File: config.mk
export PLATFORM = sky130hd
export DESIGN_NAME = rrpf_ram
export DESIGN_NICKNAME = d
export VERILOG_FILES = /design/src/design/rotated_rect_placement_fitness_defines.svh /design/src/design/rrpf_ram.sv
export SDC_FILE = /design/constraint.sdc
export NUM_CORES = 1
export LEC_CHECK = 0
export BUFFER_PORTS_ARGS = -buffer_cell sky130_fd_sc_hd__buf_4
export CAP_MARGIN = 20
export CORE_MARGIN = 8
export CORE_UTILIZATION = 40
export CTS_CLUSTER_DIAMETER = 50
export DETAILED_ROUTE_END_ITERATION = 16
export SKIP_LAST_GASP = 1
export SYNTH_ARGS = -nofsm -noshare
export SYNTH_HDL_FRONTEND = slang
export SYNTH_SLANG_ARGS = --single-unit
export TNS_END_PERCENT = 1
File: constraint.sdc
create_clock -name i_clk -period 2.43 [get_ports i_clk]
set_input_delay 0.243 -clock i_clk [delete_from_list [all_inputs] [get_ports i_clk]]
set_output_delay 0.243 -clock i_clk [all_outputs]
set_load 0.05 [all_outputs]
File: src/design/rotated_rect_placement_fitness_defines.svh
// -----------------------------------------------------------------------------
// Assertion macros for the rotated rectangle placement fitness block
// Concurrent checks on i_clk, masked while i_rst_n is low.
// -----------------------------------------------------------------------------
`ifndef ROTATED_RECT_PLACEMENT_FITNESS_DEFINES_SVH
`define ROTATED_RECT_PLACEMENT_FITNESS_DEFINES_SVH

`ifndef NO_ASSERTIONS
`define RRPF_CHECK(lbl, prop) \
    lbl: assert property (@(posedge i_clk) disable iff (!i_rst_n) prop) \
        else $error("rrpf check failed");
`define RRPF_CHECK_NEXT(lbl, pre, post) \
    lbl: assert property (@(posedge i_clk) disable iff (!i_rst_n) pre |=> post) \
        else $error("rrpf next-cycle check failed");
`else
`define RRPF_CHECK(lbl, prop)
`define RRPF_CHECK_NEXT(lbl, pre, post)
`endif

`endif

File: src/design/rrpf_ram.sv
// -----------------------------------------------------------------------------
// rrpf_ram
// Simple dual-port RAM, one write and one read port, registered read data.
// -----------------------------------------------------------------------------
module rrpf_ram #(
    parameter int WIDTH = 8,
    parameter int DEPTH = 4,
    parameter int AW    = (DEPTH > 1) ? $clog2(DEPTH) : 1
) (
    input  logic             i_clk,
    input  logic             i_we,
    input  logic [AW-1:0]    i_waddr,
    input  logic [WIDTH-1:0] i_wdata,
    input  logic [AW-1:0]    i_raddr,
    output logic [WIDTH-1:0] o_rdata
);

    logic [WIDTH-1:0] r_mem [DEPTH];

    always_ff @(posedge i_clk) begin
        if (i_we) begin
            r_mem[i_waddr] <= i_wdata;
        end
        o_rdata <= r_mem[i_raddr];
    end

endmodule

### After elaboration in Yosys (flattened, before gate mapping)

Memories as Yosys holds them, arrays and structs flattened. A register that Yosys moved wholly into a read port is not among the register bits.
Cells that the tools add are included.

* register bits: 0
* memory bits (writable): 32
* bits of input ports: 14
* output and inout port bits: 8
* logic and storage cells: 3
* memories kept: 1

* multiplexer cells: 2

Memories
* r_mem: depth 4, width 8, rd ports 1, clocked after memory_dff 1, wr ports 1, line rrpf_ram.sv:18 `logic [WIDTH-1:0] r_mem [DEPTH];`

Operators by type and width (count)
* 1-bit 2-to-1 mux: 2

### Logic depth before layout (Yosys ltp)

Gate-level depths: netlist of the first run.

* depth in word-level cells: 2
* depth in mapped cells: 2
* depth with buffers taken out: 1

### Worst setup path before layout of the first run

Ideal clock, no wire load.

* path type: in2reg
* start: input i_waddr[0]
* end: memory r_mem[0][0], enable pin
* library setup time: 0.385 ns
* data arrival time: 0.922 ns
* required time: 2.045 ns
* slack: 1.123 ns
* stages: 1
* buffers on the path: 0
* cells stage by stage: nor3b_1

RTL lines
* start, declared: line rrpf_ram.sv:12 `input logic [AW-1:0] i_waddr,`
* end, declared: line rrpf_ram.sv:18

Straight into the memory's write port.

### Worst setup path in the final report of the first run

* start: register o_rdata[0], read port of r_mem
* end: output o_rdata[0]

RTL lines
* start, declared: line rrpf_ram.sv:15 `output logic [WIDTH-1:0] o_rdata`

No word-level cell between the ends.

==> reports/qor.csv, run 1 <==
metric,value,unit
"Clk Latency, worst-skew pair",0.33,ns
DRC violations left,0,
Starting Density,41.1,%
Cell Rows,21,
Post-DRT Antenna Nets,0,
clk sinks,40,
final core utilization,49.7,%
fraction of final layout cells sized beyond drive strength 1,45.1,%
TritonCTS clock tree,done,
post-CTS setup buffers,0,
CP required,2.19,ns
total power,1.33,mW
Post-Route WL,2.06,mm
M2 GR Usage,12.7,%
worst r2r src,r_mem[1][6]$_DFFE_PP_,
Area Growth Syn to Fin,21.0,%
Buf/Inv on CP,1,
RSZ-0062 raised after global routing,no,
Die Span X,74.1,um
Worst setup EP type,output port,
Post-Place Setup Slack,1.21,ns
WHS Path Cells,1,
Tmin final,1.10,ns
Mapped Nets,68,
list of most frequent post-synthesis cells,"edfxtp_1, dfxtp_1, mux4_2, and3b_1",
synth warn,0,
Yosys reg bits,40,
CP cell instances,buf_4,
top-count cell post-synth,edfxtp_1,
Final Hold Fails,0,
synth top area cells,"edfxtp_1, mux4_2, dfxtp_1",
"EDFF count, synth",32,
cell family with most CP delay,flip-flops,
Final Instance Area,1630,um^2
VDD IR max,355,uV
cts bufs inserted,5,
met1 Use GR,10.3,%
fill cell count,266,
"Cell Area, Placed",1560,um^2
initial antenna violation count,0,
Max Slew Vio Count,0,
vias in the first global route,659,
post-cts resize count,0,
GRT Overall Usage,8.92,%
Via density,4.62,
grt total ovfl,0,
CP Max Fanout,1,
GP Congestion,0.675,
sequential share of the synthesized area,83.1,%
first-pass GRT wire length,3.38,mm
core area,3280,um^2
mapped cell area,1350,um^2
DIE AREA,5490,um^2
synth unique cells,8,
Final nets,95,
Crit Reg-Reg Endpoint,o_rdata[6]$_DFF_P_,
n_diodes,0,
Worst Hold Endpoint,r_mem[2][7]$_DFFE_PP_,
status,completed,
Arrival @ worst endpoint,0.86,ns
1st-iter DRT viols,21,
top_reg_cell synth,edfxtp_1,
Hold Path Origin,i_wdata[7],
syn avg cell area,25.0,um^2
worst r2r path cells,1,
Worst path max stage delay,0.34,ns
num ports,22,
critical path class,flip-flop to output port,
sw frac,21.2,%
clk buf depth,2,
worst slew pin tran,0.445,ns
worst clock skew,0.00610,ns
Setup TNS Final,0,ns
Setup crit start kind,flip-flop,
leak pwr,0.582,nW
crit share post-route,45.3,%
Slew headroom,70.3,%
Vias,591,
"Reg clk slew, reported paths",0.11,ns
synthesized instance count,54,
top-area cell type share of the netlist area,71.2,%
Pre-antenna DRT Iters,4,
Root Buffer,clkbuf_4,
Hold Path Class,input pin to flip-flop,
slowest cell on the critical path,dfxtp_1,
asr flop ratio synth,0,%
Yosys top cell by area,edfxtp_1,
Routed WL per cell,16.1,um
GR peak layer,met2,
Max Cap Viol,0,
H-Tree Depth,2,
worst setup margin,1.33,ns
Pint,1.05,mW
largest net degree at the start of global routing,13,
Clock power frac,30.9,%
Logic pwr share,9.8,%
Sw Pwr,0.281,mW
Fmax,0.908,GHz
Post-CTS Hold Fix Bufs,0,
die span in y,74.1,um
IO Port Bufs,21,
final setup fails,0,
PD cells,814,nW/um^2
power share of the sequential group,59.3,%
r2r setup slk,1.46,ns
met3 usage,5.66,%
stage by stage:
stage | hold slack, ns | std cells
after floorplan | 0.342 | 54
after global placement | 0.445 | 120
after detailed placement | 0.446 | 120
after CTS | 0.0918 | 128
after global routing | 0.0682 | 128
final | 0.104 | 128
cell families after synthesis:
group | Yosys count | synth area share [%]
buffers and inverters | 2 | 1.21
multiplexers | 8 | 13.4
AND/OR/NAND/NOR | 4 | 2.32
flip-flops | 40 | 83.1
state kept, by name (all words and copies together) (netlist names):
signal,flops
o_rdata,8
r_mem,32
power groups by stage:
stage / Sequential (mW) / Combinational (mW) / Clock (mW)
6_report: 0.789 / 0.130 / 0.410
5_1_grt: 0.793 / 0.139 / 0.461
3_5_place_dp: 0.805 / 0.133 / 0
3_3_place_gp: 0.804 / 0.132 / 0
4_1_cts: 0.789 / 0.133 / 0.420
2_1_floorplan: 0.850 / 0.0353 / 0
cell usage in the layout, fill, tap and decap left out, drive strengths merged:
| cell type | netlist | routed |
|---|---|---|
| mux4 | 8 | 8 |
| and3 | 1 | 1 |
| edfxtp | 32 | 32 |
| bufinv | 0 | 1 |
| buf | 1 | 22 |
| clkbuf | 1 | 6 |
| and3b | 2 | 2 |
| dfxtp | 8 | 8 |
| clkinv | 0 | 1 |
| nor3b | 1 | 1 |
how the worst max path moves through the flow:
stage / start / endpoint / slack (ns) / cells after the start
4_1_cts: o_rdata[0]$_DFF_P_ / o_rdata[0] / 1.32 / 1
6_report: o_rdata[0]$_DFF_P_ / o_rdata[0] / 1.33 / 1
2_1_floorplan: i_waddr[0] / r_mem[0][0]$_DFFE_PP_ / 1.12 / 1
5_1_grt: o_rdata[0]$_DFF_P_ / o_rdata[0] / 1.26 / 1
3_5_place_dp: i_waddr[1] / r_mem[1][4]$_DFFE_PP_ / 1.21 / 2
3_3_place_gp: i_waddr[1] / r_mem[1][4]$_DFFE_PP_ / 1.24 / 2
layout make-up:
class	instances	area, um^2	share of cell area (%)
flip-flops and latches	40	1120	68.7
clock buffers	6	41.3	2.53
clock inverters	2	35.0	2.15
repair buffers	22	165	10.1
well taps	46	57.6	3.53
multi-input cells	12	211	13.0
per-layer routing:
layer	vias up	routed length, um
li1	277	-
met1	287	889
met2	25	949
met3	2	200
met4	0	20
met5	-	0
(Power assumes the default switching activity.)
==> run 2: changes to the inputs <==
ABC_AREA = 1   (was unset)
clock period = 1.1 ns   (was 2.43 ns; I/O delays follow)
==> run 2 against run 1 <==
Final area grew 15%. Die area grew 11%. Setup slack lost 1.1 ns. Register-to-register slack lost 1.1 ns. Flip-flop and latch count is the same. Sequential share of layout area shrank 8.9 points. Combinational power grew to 2.6 times the previous value. Non-clock buffer count grew 3. Total power grew 150%. Global-route usage grew 1.5 points. Final cell count grew 70%.
==> reports/qor.csv, run 2 <==
metric,value,unit,change
Arrival @ worst endpoint,0.80,ns,was 0.86 ns
Synth Area in Compound Gates,0,%,unchanged
CP Max Fanout,1,,unchanged
total power,3.26,mW,was 1.33 mW
first-pass GRT wire length,4.84,mm,was 3.38 mm
CP required,0.99,ns,was 2.19 ns
synth warn,0,,unchanged
worst clock skew,0.00627,ns,was 0.00610 ns
max reg flops,32,,unchanged
largest registers,"r_mem (32), o_rdata (8)",,unchanged
Post-Route WL,2.98,mm,was 2.06 mm
M2 GR Usage,14.3,%,was 12.7%
multiplexer share of the synthesized area,0,%,was 13.4%
CP cell instances,buf_4,,unchanged
Fmax,1.10,GHz,
GP Congestion,0.818,,was 0.675
GR peak layer,met2,,unchanged
cell family with most CP delay,flip-flops,,unchanged
Vias,985,,was 591
footprint of the multi-input gates,255,um^2,was 211 um^2
Die Span X,78.2,um,was 74.1 um
Post-Place Cells,210,,was 120
worst setup margin,0.188,ns,was 1.33 ns
worst slew pin tran,0.220,ns,was 0.445 ns
Hold Path Origin,i_wdata[3],,was i_wdata[7]
fraction of final layout cells sized beyond drive strength 1,20.0,%,was 45.1%
Yosys top cell by area,edfxtp_1,,unchanged
TritonCTS clock tree,done,,unchanged
post-CTS setup buffers,0,,unchanged
IO Port Bufs,21,,unchanged
met1 Use GR,13.0,%,was 10.3%
clk sinks,40,,unchanged
cts bufs inserted,5,,unchanged
Worst setup EP type,output port,,unchanged
Tmin final,0.912,ns,
Post-CTS Hold Fix Bufs,0,,unchanged
1st-iter DRT viols,113,,was 21
Final Hold Fails,0,,unchanged
top-area cell type share of the netlist area,62.1,%,was 71.2%
"Cell Area, Placed",1770,um^2,was 1560 um^2
DIE AREA,6120,um^2,was 5490 um^2
Routed WL per cell,13.7,um,was 16.1 um
Hold Path Class,input pin to flip-flop,,unchanged
top_reg_cell synth,edfxtp_1,,unchanged
Post-DRT Antenna Nets,0,,unchanged
grt total ovfl,0,,unchanged
Yosys reg bits,40,,unchanged
crit share post-route,82.9,%,
Root Buffer,clkbuf_8,,was clkbuf_4
PD cells,1740,nW/um^2,was 814 nW/um^2
post-cts resize count,0,,unchanged
mapped cell area,1550,um^2,was 1350 um^2
Buf/Inv on CP,1,,unchanged
Synth Area in Adders,0,%,unchanged
final setup fails,0,,unchanged
Max Slew Vio Count,0,,unchanged
synth top area cells,"edfxtp_1, dfxtp_1, nand2_1",,"was edfxtp_1, mux4_2, dfxtp_1"
Starting Density,42.0,%,was 41.1%
Final nets,183,,was 95
"Clk Latency, worst-skew pair",0.29,ns,was 0.33 ns
Final Instance Area,1870,um^2,was 1630 um^2
largest family of logic cells by synthesized area,simple AND/OR/NAND/NOR gates,,was multiplexers
die span in y,78.2,um,was 74.1 um
largest net degree at the start of global routing,18,,was 13
syn avg cell area,11.0,um^2,was 25.0 um^2
synth unique cells,10,,was 8
sequential share of the synthesized area,72.4,%,was 83.1%
top-count cell post-synth,nand2_1,,was edfxtp_1
Slew headroom,85.3,%,was 70.3%
Mapped Nets,155,,was 68
Max Cap Viol,0,,unchanged
n_diodes,0,,unchanged
"EDFF count, synth",32,,unchanged
Area Growth Syn to Fin,21.0,%,about the same
Setup crit start kind,flip-flop,,unchanged
RSZ-0062 raised after global routing,no,,unchanged
dpl hpwl,2.25,mm,
Via density,4.52,,was 4.62
Post-Place Setup Slack,0.130,ns,was 1.21 ns
H-Tree Depth,2,,unchanged
leak pwr,0.876,nW,was 0.582 nW
synthesized instance count,141,,was 54
GRT Overall Usage,10.4,%,was 8.92%
sequential cell area,1120,um^2,unchanged
initial antenna violation count,0,,unchanged
"Most flops, register",r_mem,,unchanged
met3 usage,4.10,%,was 5.66%
vias in the first global route,1002,,was 659
list of most frequent post-synthesis cells,"nand2_1, inv_1, edfxtp_1, nand3_1, dfxtp_1",,"was edfxtp_1, dfxtp_1, mux4_2, and3b_1"
worst r2r src,r_mem[1][7]$_DFFE_PP_,,was r_mem[1][6]$_DFFE_PP_
"most common cell after layout, fill and taps aside",nand2_1,,was edfxtp_1
"Reg clk slew, reported paths",0.08,ns,was 0.11 ns
Pre-antenna DRT Iters,4,,unchanged
asr flop ratio synth,0,%,unchanged
core area,3690,um^2,was 3280 um^2
simple-gate area share of the yosys netlist,16.2,%,was 2.32%
final core utilization,50.8,%,was 49.7%
clk buf depth,2,,unchanged
final non-filler cell total,218,,was 128
Worst path max stage delay,0.32,ns,was 0.34 ns
critical path class,flip-flop to output port,,unchanged
XOR/XNOR Fraction of Synth Area,0,%,unchanged
Cell Rows,22,,was 21
VDD IR max,1010,uV,was 355 uV
fill cell count,336,,was 266
DRC violations left,0,,unchanged
slowest cell on the critical path,dfxtp_1,,unchanged
Crit. Startpoint,o_rdata[0]$_DFF_P_,,unchanged
Setup TNS Final,0,ns,unchanged
status,completed,,unchanged
"commonest cells after routing, fill and taps aside","nand2_1, inv_1, edfxtp_1",,"was edfxtp_1, buf_4, mux4_2, dfxtp_1, clkbuf_4"
num ports,22,,unchanged
Fin Hold WS,0.0239,ns,was 0.104 ns
==> run 2: changes by cell type after synthesis, sizes merged <==
cell,change
nand2,+40
inv,+37
nand3,+16
mux4,-8
nor3,+4
buf,+3
and3b,-2
and3,-1
clkbuf,-1
nor3b,-1
==> run 2: metal layers <==
layer,up-vias,wire [um]
met5,-,0
met2,29,1270
met4,0,99
met3,9,181
met1,458,1430
li1,489,-
==> run 2: worst paths after layout <==
path | depth (start not counted) | slack, ns | end
setup reg to reg | 4 | 0.34 | o_rdata[7]$_DFF_P_
hold / removal | 1 | 0.02 | r_mem[3][3]$_DFFE_PP_
setup / recovery | 1 | 0.19 | o_rdata[0]
hold reg to reg | 4 | 0.56 | o_rdata[6]$_DFF_P_
==> run 2: kinds of logic after synthesis <==
group | count (synthesis)
AND/OR/NAND/NOR | 60
buffers and inverters | 41
flip-flops | 40
==> run 2: where the power goes <==
part	switching, mW	internal (mW)	total, mW
combinational	0.230	0.112	0.342
clock	0.497	0.673	1.17
sequential	0.0246	1.72	1.75
==> run 2: cell type report <==
type | count | area share [%]
inverter | 37 | 7.55
clock buffer | 6 | 3.87
tap | 48 | 3.21
multi-input combinational | 60 | 13.6
sequential | 40 | 59.9
timing repair buffer | 25 | 10.0
clock inverter | 2 | 1.87
